## src/knn_pkg.sv

```systemverilog
// Shared types and constants for the k-nearest-neighbor selector.
package knn_pkg;

	localparam int MAX_DIMS  = 16;
	localparam int MAX_K     = 16;
	localparam int DIST_BITS = 38;
	localparam int ROOT_BITS = 19;

	localparam logic [1:0] KIND_QUERY  = 2'd0;
	localparam logic [1:0] KIND_TRAIN  = 2'd1;
	localparam logic [1:0] KIND_FINISH = 2'd2;

	localparam logic [0:0] REG_DIMS = 1'b0;
	localparam logic [0:0] REG_K    = 1'b1;

	localparam logic [DIST_BITS-1:0] DIST_ONES   = {DIST_BITS{1'b1}};
	localparam logic [DIST_BITS-1:0] DIST_MAXFIN = {{(DIST_BITS-1){1'b1}}, 1'b0};

	typedef struct packed {
		logic [1:0]  kind;
		logic signed [15:0] coordinate;
	} in_item_t;

	typedef struct packed {
		logic [15:0] neighbour_index;
		logic        neighbour_valid;
		logic [18:0] distance;
		logic        last;
		logic        count_overflow;
	} out_item_t;

	typedef enum logic [6:0] {
		ST_IDLE   = 7'b0000001,
		ST_SCAN   = 7'b0000010,
		ST_PICK   = 7'b0000100,
		ST_SQRT   = 7'b0001000,
		ST_EMIT   = 7'b0010000,
		ST_CLEAR  = 7'b0100000,
		ST_WORST  = 7'b1000000
	} state_t;

	// One slot of the neighbor list as it moves through the chain.
	typedef struct packed {
		logic [DIST_BITS-1:0] sqd;
		logic [15:0]          idx;
		logic                 valid;
		logic                 used;
	} slot_t;

endpackage

```

## src/knn_brute_force_select.sv

```systemverilog
// Top level: distance accumulation, MAX_K-slot chain of cells and sorted emission.
//  channel  | ports                          | handshake
//  input    | start, busy, in_item           | taken when start && !busy
//  config   | cfg_we, cfg_index, cfg_data    | taken when cfg_we
//  result   | result_valid, result           | one-cycle strobe, no stall
// A query or training coordinate is taken while idle; a completed point
// that enters the list, or a write of k, adds a worst-slot scan as the
// chain rotates once. Finish, per result, rotates the chain once to find
// the next slot, rotates that slot to the head and runs the square root,
// then clears the list and the counters.
// Reset clears the list at once; the receiver cannot stall results.
module knn_brute_force_select (
	input  logic              clk,
	input  logic              arst_n,
	input  logic              start,
	output logic              busy,
	input  knn_pkg::in_item_t in_item,
	input  logic              cfg_we,
	input  logic              cfg_index,
	input  logic [4:0]        cfg_data,
	output logic              result_valid,
	output knn_pkg::out_item_t result
);
	localparam int MAX_DIMS = knn_pkg::MAX_DIMS;
	localparam int MAX_K = knn_pkg::MAX_K;
	localparam int DB = knn_pkg::DIST_BITS;
	localparam int KB = (MAX_K > 1) ? $clog2(MAX_K) : 1;
	localparam int DIB = (MAX_DIMS > 1) ? $clog2(MAX_DIMS) : 1;
	localparam int CB = 18;
	localparam logic [CB-1:0] COUNT_SAT = CB'(65537);

	logic [4:0] dims_q, k_q;
	logic [5:0] dims_eff, k_eff;
	logic signed [15:0] query_q [MAX_DIMS];
	logic [4:0] qpos_q, cpos_q;
	logic [DB-1:0] sum_q;
	logic [CB-1:0] count_q;
	logic [KB-1:0] worst_q, rot_q;
	logic [DB-1:0] worst_d_q;
	knn_pkg::state_t st_q;
	logic [KB:0] step_q;
	logic [4:0] emit_n_q;

	// chain
	knn_pkg::slot_t slots [MAX_K];
	logic shift, clear, load, mark;
	knn_pkg::slot_t load_val;
	logic [KB-1:0] best_q;
	logic have_q;
	knn_pkg::slot_t best_s_q;
	logic [DB-1:0] scan_d_q;
	logic [KB-1:0] scan_p_q;

	assign dims_eff = (dims_q == 5'd0) ? 6'd1 :
		({1'b0, dims_q} > 6'(MAX_DIMS)) ? 6'(MAX_DIMS) : {1'b0, dims_q};
	assign k_eff = (k_q == 5'd0) ? 6'd1 :
		({1'b0, k_q} > 6'(MAX_K)) ? 6'(MAX_K) : {1'b0, k_q};

	// head slot (0) is the one at logical position rot_q
	logic [KB-1:0] head_log;
	assign head_log = rot_q;
	logic in_k;
	assign in_k = {1'b0, head_log} < k_eff[KB:0];

	assign busy = (st_q != knn_pkg::ST_IDLE);

	// training arithmetic
	logic [4:0] cp;
	logic signed [16:0] diff;
	logic [16:0] mag;
	logic [33:0] sq;
	logic [DB:0] nsum;
	logic [DB-1:0] sum_new;
	logic accept;
	assign accept = start && !busy;
	assign cp = ({1'b0, cpos_q} >= 6'(MAX_DIMS)) ? 5'd0 : cpos_q;
	assign diff = 17'(in_item.coordinate) - 17'(query_q[cp[DIB-1:0]]);
	assign mag = diff[16] ? 17'(-diff) : 17'(diff);
	assign sq = 34'(mag) * 34'(mag);
	assign nsum = {1'b0, sum_q} + (DB+1)'(sq);
	assign sum_new = (nsum > (DB+1)'(knn_pkg::DIST_MAXFIN)) ?
		knn_pkg::DIST_MAXFIN : nsum[DB-1:0];

	logic replace_q;
	logic [DB-1:0] rep_d_q;
	logic [15:0] rep_i_q;

	logic sq_go, sq_done;
	logic [knn_pkg::ROOT_BITS-1:0] root;
	knn_sqrt u_sqrt (.clk, .arst_n, .go(sq_go), .x(best_s_q.sqd),
		.done(sq_done), .root);

	// rotation: slot j takes slot j+1 so the head advances logically;
	// a new entry enters at the tail, where the old head slot lands
	genvar g;
	generate
		for (g = 0; g < MAX_K; g++) begin : g_cell
			knn_cell u_cell (.clk, .arst_n, .shift, .clear,
				.load(load && g == MAX_K - 1), .load_val,
				.mark(mark && g == 0),
				.prev(slots[(g + 1) % MAX_K]), .slot(slots[g]));
		end
	endgenerate

	always_comb begin
		shift = 1'b0;
		clear = 1'b0;
		load = 1'b0;
		mark = 1'b0;
		load_val = '{sqd: rep_d_q, idx: rep_i_q, valid: 1'b1, used: 1'b0};
		sq_go = 1'b0;
		case (st_q)
			knn_pkg::ST_WORST: begin
				shift = 1'b1;
				load = replace_q && (head_log == worst_q);
			end
			knn_pkg::ST_SCAN: shift = 1'b1;
			knn_pkg::ST_PICK: begin
				shift = (head_log != best_q);
				mark = (head_log == best_q);
				sq_go = (head_log == best_q);
			end
			knn_pkg::ST_CLEAR: clear = 1'b1;
			default: ;
		endcase
	end

	always_ff @(posedge clk or negedge arst_n) begin
		if (!arst_n) begin
			dims_q <= 5'd16;
			k_q <= 5'd4;
			for (int i = 0; i < MAX_DIMS; i++) query_q[i] <= '0;
			qpos_q <= '0;
			cpos_q <= '0;
			sum_q <= '0;
			count_q <= '0;
			worst_q <= '0;
			worst_d_q <= knn_pkg::DIST_ONES;
			rot_q <= '0;
			st_q <= knn_pkg::ST_IDLE;
			step_q <= '0;
			emit_n_q <= '0;
			replace_q <= 1'b0;
			rep_d_q <= '0;
			rep_i_q <= '0;
			best_q <= '0;
			have_q <= 1'b0;
			best_s_q <= '0;
			scan_d_q <= '0;
			scan_p_q <= '0;
			result_valid <= 1'b0;
			result <= '0;
		end else begin
			result_valid <= 1'b0;
			if (cfg_we) begin
				if (cfg_index == knn_pkg::REG_DIMS) dims_q <= cfg_data;
				else begin
					k_q <= cfg_data;
					replace_q <= 1'b0;
					have_q <= 1'b0;
					st_q <= knn_pkg::ST_WORST;
					step_q <= '0;
				end
			end
			if (shift) rot_q <= (rot_q == KB'(MAX_K - 1)) ? '0 : rot_q + 1'b1;
			case (st_q)
				knn_pkg::ST_IDLE: begin
					if (accept) begin
						if (in_item.kind == knn_pkg::KIND_QUERY) begin
							logic [4:0] p;
							p = ({1'b0, qpos_q} >= 6'(MAX_DIMS)) ? 5'd0 : qpos_q;
							query_q[p[DIB-1:0]] <= in_item.coordinate;
							qpos_q <= ({1'b0, p} + 6'd1 >= dims_eff) ? 5'd0 : p + 5'd1;
						end else if (in_item.kind == knn_pkg::KIND_TRAIN) begin
							if ({1'b0, cp} + 6'd1 >= dims_eff) begin
								if (sum_new < worst_d_q) begin
									replace_q <= 1'b1;
									rep_d_q <= sum_new;
									rep_i_q <= count_q[15:0];
									have_q <= 1'b0;
									st_q <= knn_pkg::ST_WORST;
									step_q <= '0;
								end
								if (count_q < COUNT_SAT) count_q <= count_q + 1'b1;
								sum_q <= '0;
								cpos_q <= '0;
							end else begin
								sum_q <= sum_new;
								cpos_q <= cp + 5'd1;
							end
						end else if (in_item.kind == knn_pkg::KIND_FINISH) begin
							emit_n_q <= '0;
							st_q <= knn_pkg::ST_SCAN;
							step_q <= '0;
							have_q <= 1'b0;
						end
					end
				end
				knn_pkg::ST_WORST: begin
					// head slot at logical head_log, after optional load;
					// largest wins, lower slot on ties
					logic [DB-1:0] d;
					logic take;
					d = (load) ? rep_d_q : slots[0].sqd;
					take = in_k && (!have_q || d > scan_d_q ||
						(d == scan_d_q && head_log < scan_p_q));
					if (take) begin
						have_q <= 1'b1;
						scan_d_q <= d;
						scan_p_q <= head_log;
					end
					step_q <= step_q + 1'b1;
					if (step_q == (KB+1)'(MAX_K - 1)) begin
						replace_q <= 1'b0;
						worst_q <= take ? head_log : scan_p_q;
						worst_d_q <= take ? d : scan_d_q;
						st_q <= knn_pkg::ST_IDLE;
					end
				end
				knn_pkg::ST_SCAN: begin
					if (in_k && !slots[0].used &&
						(!have_q || slots[0].sqd < best_s_q.sqd ||
						(slots[0].sqd == best_s_q.sqd && head_log < best_q))) begin
						have_q <= 1'b1;
						best_q <= head_log;
						best_s_q <= slots[0];
					end
					step_q <= step_q + 1'b1;
					if (step_q == (KB+1)'(MAX_K - 1)) st_q <= knn_pkg::ST_PICK;
				end
				knn_pkg::ST_PICK: begin
					if (head_log == best_q) st_q <= knn_pkg::ST_SQRT;
				end
				knn_pkg::ST_SQRT: begin
					if (sq_done) begin
						result_valid <= 1'b1;
						result.neighbour_index <= best_s_q.valid ? best_s_q.idx : 16'd0;
						result.neighbour_valid <= best_s_q.valid;
						result.distance <= best_s_q.valid ? root : 19'h7FFFF;
						result.last <= ({1'b0, emit_n_q} + 6'd1 == k_eff);
						result.count_overflow <= (count_q > CB'(65536));
						if ({1'b0, emit_n_q} + 6'd1 == k_eff) begin
							st_q <= knn_pkg::ST_CLEAR;
						end else begin
							emit_n_q <= emit_n_q + 5'd1;
							have_q <= 1'b0;
							step_q <= '0;
							st_q <= knn_pkg::ST_SCAN;
						end
					end
				end
				knn_pkg::ST_CLEAR: begin
					count_q <= '0;
					cpos_q <= '0;
					sum_q <= '0;
					qpos_q <= '0;
					worst_q <= '0;
					worst_d_q <= knn_pkg::DIST_ONES;
					st_q <= knn_pkg::ST_IDLE;
				end
				default: st_q <= knn_pkg::ST_IDLE;
			endcase
		end
	end
endmodule

```

## src/knn_cell.sv

```systemverilog
// One list cell: holds a slot, takes its neighbor's slot on shift, and clears, loads or marks it used on command.
module knn_cell (
	input  logic           clk,
	input  logic           arst_n,
	input  logic           shift,
	input  logic           clear,
	input  logic           load,
	input  knn_pkg::slot_t load_val,
	input  logic           mark,
	input  knn_pkg::slot_t prev,
	output knn_pkg::slot_t slot
);
	knn_pkg::slot_t slot_q;

	always_ff @(posedge clk or negedge arst_n) begin
		if (!arst_n) begin
			slot_q <= '{sqd: knn_pkg::DIST_ONES, idx: '0, valid: 1'b0, used: 1'b0};
		end else if (clear) begin
			slot_q <= '{sqd: knn_pkg::DIST_ONES, idx: '0, valid: 1'b0, used: 1'b0};
		end else if (load) begin
			slot_q <= load_val;
		end else if (shift) begin
			slot_q <= prev;
		end else if (mark) begin
			slot_q.used <= 1'b1;
		end
	end

	assign slot = slot_q;
endmodule

```

## src/knn_sqrt.sv

```systemverilog
// Bit-serial integer square root, one result bit resolved per cycle.
module knn_sqrt (
	input  logic                          clk,
	input  logic                          arst_n,
	input  logic                          go,
	input  logic [knn_pkg::DIST_BITS-1:0] x,
	output logic                          done,
	output logic [knn_pkg::ROOT_BITS-1:0] root
);
	localparam int W = knn_pkg::DIST_BITS + 2;
	logic [W-1:0] rem_q, r_q, bit_q;
	logic         busy_q;
	logic [W-1:0] t;

	assign t = r_q + bit_q;

	always_ff @(posedge clk or negedge arst_n) begin
		if (!arst_n) begin
			busy_q <= 1'b0;
			done   <= 1'b0;
			rem_q  <= '0;
			r_q    <= '0;
			bit_q  <= '0;
		end else begin
			done <= 1'b0;
			if (go) begin
				busy_q <= 1'b1;
				rem_q  <= {2'b00, x};
				r_q    <= '0;
				bit_q  <= {2'b01, {(W-2){1'b0}}};
			end else if (busy_q) begin
				if (rem_q >= t) begin
					rem_q <= rem_q - t;
					r_q   <= (r_q >> 1) + bit_q;
				end else begin
					r_q <= r_q >> 1;
				end
				bit_q <= bit_q >> 2;
				if (bit_q[1:0] != 2'b00) begin
					busy_q <= 1'b0;
					done   <= 1'b1;
				end
			end
		end
	end

	assign root = r_q[knn_pkg::ROOT_BITS-1:0];
endmodule
```

## config.mk

```make
export PLATFORM = sky130hd
export DESIGN_NAME = knn_brute_force_select
export DESIGN_NICKNAME = d
export VERILOG_FILES = /design/src/knn_pkg.sv /design/src/knn_brute_force_select.sv /design/src/knn_cell.sv /design/src/knn_sqrt.sv
export SDC_FILE = /design/constraint.sdc
export NUM_CORES = 2
export LEC_CHECK = 0
export BUFFER_PORTS_ARGS = -buffer_cell sky130_fd_sc_hd__buf_4
export CAP_MARGIN = 30
export CORE_ASPECT_RATIO = 1.5
export CORE_UTILIZATION = 58
export CTS_CLUSTER_DIAMETER = 150
export CTS_CLUSTER_SIZE = 14
export DETAILED_ROUTE_END_ITERATION = 10
export PLACE_DENSITY = 0.77
export SKIP_CTS_REPAIR_TIMING = 1
export SKIP_LAST_GASP = 1
export SLEW_MARGIN = 0
export SYNTH_ARGS = -nofsm -noshare
export SYNTH_HDL_FRONTEND = slang
export SYNTH_SLANG_ARGS = --single-unit
```

## constraint.sdc

```tcl
create_clock -name clk -period 13.54 [get_ports clk]
set_input_delay 0.677 -clock clk [delete_from_list [all_inputs] [get_ports clk]]
set_output_delay 0.677 -clock clk [all_outputs]
set_load 0.02 [all_outputs]
```

# Word level (Yosys, flattened, before mapping)
# Cells that the tools add are included.
# Widths: inputs -> output; s select.
# totals
latchBits,0
mem_count,0
out_inout_bits,40
register_bits,1609
rom_bits,0
ram_bits,0
# classes
muxes,168
div,0
magnitude_cmp,19
n_addsub,15
reduce_logical,40
n_eq_ne,28
shift,0
n_bitwise,4
mul,1
# ops
op,n
$mux 56,17
$mux 55,16
$mux 40,8
$mux 38,8
$bwmux 256,1
$pmux 38 s2,2
$mux 5,29
$mux 18,5
$mux 7,12
$eq 38x38->1,2
$lt 38x38->1,2
$bmux 16 s4,1
$demux 16 s4,1
$mux 16,4
$mux 1,48
$add 39x40->40,1
$add 40x40->40,1
$ge 40x40->1,1
$sub 40x40->40,1
$add 38x34->39,1
$gt 39x38->1 const B,1
$gt 38x38->1,1
$pmux 18 s2,1
$pmux 7 s5,1
other kinds (55),110

# Logic depth before layout (Yosys ltp)
# depth
word_depth,20
mapped_depth,59
mapped_depth_nobuf,55

# By module
# From an unflattened synthesis, not the netlist that was laid out.
# hier_totals
cells_unflattened,8656
area_unflattened_um2,94789.7
# by_module_without_submodules
mod,cells_each,seq_area_each_um2,instances,area_per_inst_um2
knn_cell,212,1448.9,16,2797.7
knn_brute_force_select,4085,14840.5,1,40417.5
knn_sqrt,1179,2552.4,1,9609.2

# Worst setup path before layout
# OpenSTA, ideal clock, no wires.
# synth_timing
kind,register -> register
from,register cpos_q[1]
to,register rep_d_q[16]
synth_period_minus_slack_ns,13.064
arrival_ns,12.939
slack_ns,0.476
stages_incl_launch_ff,55
path_buffers,9
required_time_ns,13.415
path_cell_list,dfrtp_1 > clkbuf_1 > clkbuf_1 > clkbuf_1 > clkbuf_1 > a221oi_1 > nor3_1 > a31oi_1 > ha_1 > fa_1 > nor2b_1 > o21ai_0 > a21boi_1 > o31a_1 > a21oi_1 > nor4_1 > or4b_1 > nand4b_1 > (+19 left out) > and3_1 > nand2_1 > o21a_1 > o31ai_1 > a221o_1 > nand3_1 > clkbuf_1 > nand2_1 > ha_1 > a21o_1 > a21o_1 > a211o_1 > nor4_1 > nand4_1 > a31o_2 > buf_6 > buf_6 > mux2_4
# synth_via
elab_chain_len,15
word_cells_on_any_way,17
cone_classes,add/sub (4); mul (1); order compare (4); mux (6); bitwise (1); reduce/logical (1)
# synth_rtl
item,line_no,source
start: declaration,knn_brute_force_select.sv:35,"logic [4:0] qpos_q, cpos_q;"
start signal: assignment,knn_brute_force_select.sv:189,cpos_q <= cp + 5'd1;
$ge 5x5->1,knn_brute_force_select.sv:76,"assign cp = ({1'b0, cpos_q} >= 6'(MAX_DIMS)) ? 5'd0 : cpos_q;"
$mux 5 (*),knn_brute_force_select.sv:76,
$not 4->5 (not written as such) (*),knn_brute_force_select.sv:77,assign diff = 17'(in_item.coordinate) - 17'(query_q[cp[DIB-1:0]]);
$bmux 16 s4 (*),knn_brute_force_select.sv:77,
$mux 16 (not written as such) (*) (2 in series),knn_brute_force_select.sv:77,
$sub 16x16->17 (*),knn_brute_force_select.sv:77,
$neg 17->17,knn_brute_force_select.sv:78,assign mag = diff[16] ? 17'(-diff) : 17'(diff);
$mux 17 (*),knn_brute_force_select.sv:78,
$mul 17x17->34 (*),knn_brute_force_select.sv:79,assign sq = 34'(mag) * 34'(mag);
$add 38x34->39 (*),knn_brute_force_select.sv:80,"assign nsum = {1'b0, sum_q} + (DB+1)'(sq);"
$gt 39x38->1,knn_brute_force_select.sv:81,assign sum_new = (nsum > (DB+1)'(knn_pkg::DIST_MAXFIN)) ?
$mux 38 (*),knn_brute_force_select.sv:81,
net sum_new[35],knn_brute_force_select.sv:73,logic [DB-1:0] sum_new;
$lt 38x38->1 (*),knn_brute_force_select.sv:176,if (sum_new < worst_d_q) begin
$reduce_and 6->1 (no line) (*),-,
end signal: assignment,knn_brute_force_select.sv:178,rep_d_q <= sum_new;
end: declaration,knn_brute_force_select.sv:85,logic [DB-1:0] rep_d_q;
# Mark *: on every way through the listed nets, which the timed path passes. The rest lies on a longest branch. The select of a mux whose other input is x is not followed.
# A chain may end at the register's enable or synchronous reset.

# Final worst setup path
# layout_timing
from,register cpos_q[0]
to,register rep_d_q[12]
# Same word-level chain as after synthesis.

==> flow_metrics.env <==
export IMPL_status="completed"
export IMPL_async_reset_ff_share_pct=100
export IMPL_worst_pin_slew_ns=1.28
export IMPL_synth_cell_type_count=85
export IMPL_critPathSlowestCell="or4b_1"
export IMPL_clkLatencyLatePin_ns=0.79
export IMPL_critPathKind="flop to flop"
export IMPL_r2r_start="cpos_q[0]"
export IMPL_fp_dieW_um=314
export IMPL_min_delay_path_depth=3
export IMPL_endpoint_kind="flop"
export IMPL_synth_adder_area_share_pct=10.6
export IMPL_ys_warn_count=0
export IMPL_drv_cap=0
export IMPL_grt_use_total_pct=28.5
export IMPL_row_count=171
export IMPL_path_common_cell="fa_1"
export IMPL_cp_data_required_time_ns=14.20
export IMPL_r2r_cells=50
export IMPL_place_congestion=0.938
export IMPL_crit_fanout=28
export IMPL_ys_ff_latch=1589
export IMPL_grt_max_degree=295
export IMPL_synth_edf_count=0
export IMPL_hold_path_end="dims_q[4]"
export IMPL_gr_total_overflow=0
export IMPL_drt_iter0_drc=5263
export IMPL_synth_area_um2=84900
export IMPL_start_kind="flop"
export IMPL_die_area_um2=148000
export IMPL_syn2layout_area_growth_pct=7.85
export IMPL_grt_pass1_vias=63600
export IMPL_synth_area_leaders="dfrtp_1, dfstp_2, nand2_1"
export IMPL_relSlewSlack_pct=14.8
export IMPL_postRouteAntennaNets=0
export IMPL_fmax_mhz=76.9
export IMPL_wl_per_cell_um=19.3
export IMPL_r2r_end="rep_d_q[12]"
export IMPL_portBuffers=67
export IMPL_skew_ns=0.0341
export IMPL_design_area_um2=91500
export IMPL_setup_violations=0
export IMPL_final_common_cell="nand2_1"
export IMPL_antenna_found_initial=2
export IMPL_synthSimpleGateAreaFrac_pct=15.1
export IMPL_core_area_um2=145000
export IMPL_clk_pin_slew_worst_paths_ns=0.08
export IMPL_synth_mux_area_share_pct=7.14
export IMPL_synth_compound_area_share_pct=12.4
export IMPL_drive_gt1_share_pct=16.9
export IMPL_finalCriticalPeriod_ns=13.00
export IMPL_root_buffer="clkbuf_16"
export IMPL_rrSetupSlack_ns=0.54
export IMPL_num_io_pins=68
export IMPL_final_period_utilization_pct=96.0
export IMPL_hold_viol=0
export IMPL_cts_sinks=1589
export IMPL_dpl_hpwl_um=141000
export IMPL_setup_ws_ns=0.536
export IMPL_synth_xor_area_share_pct=1.83
export IMPL_setup_worst_path_start="cpos_q[0]"
export IMPL_post_dp_cell_area_um2=87600
export IMPL_synth_top_area_share_pct=27.7
export IMPL_cpPeakStageDelay_ns=0.59
export IMPL_initial_core_util_pct=58.5
export IMPL_grt_pass1_wl_um=339000
export IMPL_synth_top_family_by_area="simple AND/OR/NAND/NOR gates"
export IMPL_syn_inst=8971
export IMPL_synth_top_cell_by_area="dfrtp_1"
export IMPL_drc=0
export IMPL_cts_buffer_depth=3
export IMPL_cts_buffers_inserted=131
export IMPL_cts_htree_levels=4
export IMPL_final_cell_mix="nand2_1, dfrtp_1, o21ai_0, dfstp_2, a21oi_1"
export IMPL_crit_buf_inv=10
export IMPL_worstHoldStart="cfg_data[4]"
export IMPL_vias=62900
export IMPL_die_h_um=470
export IMPL_arrival_ns=13.66
export IMPL_critPathTopFamily="adder cells"
export IMPL_syn_area_per_cell_um2=9.46
export IMPL_ys_seq_area_share_pct=47.8
export IMPL_drt_wl_total_um=208000
export IMPL_fin_nets=9421
export IMPL_viasPerCell=5.83
export IMPL_drtPass1Iterations=6
export IMPL_cts_tree="done"
export IMPL_hold_path_class="primary input to flop"
export IMPL_synth_main_ff_cell="dfrtp_1"
export IMPL_drv_slew=0
export IMPL_whs_ns=0.148
export IMPL_pre_cts_slack_ns=0.150
[registers in the layout (all words and copies together) (netlist names), 7 cells and up]
signal and cells:
worst_d_q 38, u_sqrt.rem_q 40, query_q 256, scan_d_q 38, count_q 18, rep_d_q 38, rep_i_q 16, result 38
u_sqrt.r_q 40, sum_q 38, g_cell.u_cell.slot 896, u_sqrt.bit_q 20, best_s_q 55, st_q 7
[cells by family (layout without fill, tap and decap cells)]
kind of cell / after synthesis / in the layout
mux: 541 / 541
compound gates: 1828 / 1828
buf+inv: 1154 / 1055
xor+xnor: 177 / 177
fa+ha+maj: 580 / 580
other cells: 2 / 13
flops: 1589 / 1589
simple gates: 3100 / 3100
[per-layer routing]
metal | vias to the layer above | global-route usage (%) | share of wire, % | routed length [µm]
li1 | 29500 | - | - | -
met1 | 31500 | 36.4 | 41 | 85600
met2 | 1395 | 48.1 | 50 | 105000
met3 | 469 | 3.18 | 3.7 | 7770
met4 | 2 | 13.5 | 5.0 | 10300
met5 | - | 0 | 0.0062 | 13
[tightest hold or removal path: stages]
cell and delay, ns:
buf_4 0.11, nand2_1 0.05, o21ai_0 0.06
[cell type report]
cell class | instances | area, µm²
inverter | 609 | 2290
multi-input combinational | 6238 | 40200
clock buffer | 192 | 3570
clock inverter | 10 | 150
sequential | 1589 | 40600
antenna | 1 | 2.50
timing repair buffer | 244 | 2390
fill | 11900 | 53500
tap | 1903 | 2380
[cells in the mapped netlist (all sizes together) (25+ instances only)]
master,number
xor2,74
ha,353
a21oi,606
o21ai,717
nor2,431
a21o,98
nand2b,33
buf,41
nand2,2079
nor2b,26
mux2i,149
dfrtp,940
a22o,40
fa,227
o21a,26
xnor2,103
dfstp,649
mux2,391
a211oi,63
nand3,209
a31oi,81
inv,606
nor3,116
and2,25
clkbuf,504
a221oi,40
nand4,52
[worst max path at each step]
stage               cells after the start  slack (ns)           to
finish                                 50        0.54  rep_d_q[12]
global route                           54       -0.09  rep_d_q[12]
detailed placement                     55        0.15   rep_d_q[2]
floorplan                              54        0.48  rep_d_q[16]
global placement                       55        0.45  rep_d_q[14]
CTS                                    55        0.05  rep_d_q[12]
[through the flow]
step | TNS [ns] | cells | utilization (%)
2_1_floorplan | 0 | 8981 | -
3_3_place_gp | 0 | 10600 | 60.1
3_5_place_dp | 0 | 10600 | 60.4
4_1_cts | 0 | 10800 | 62.9
5_1_grt | -2.14 | 10800 | 63.1
6_report | 0 | 10800 | 63.1
Power is not shown: default switching activity piles up to over one toggle a cycle in this logic, so the estimate is an artifact.
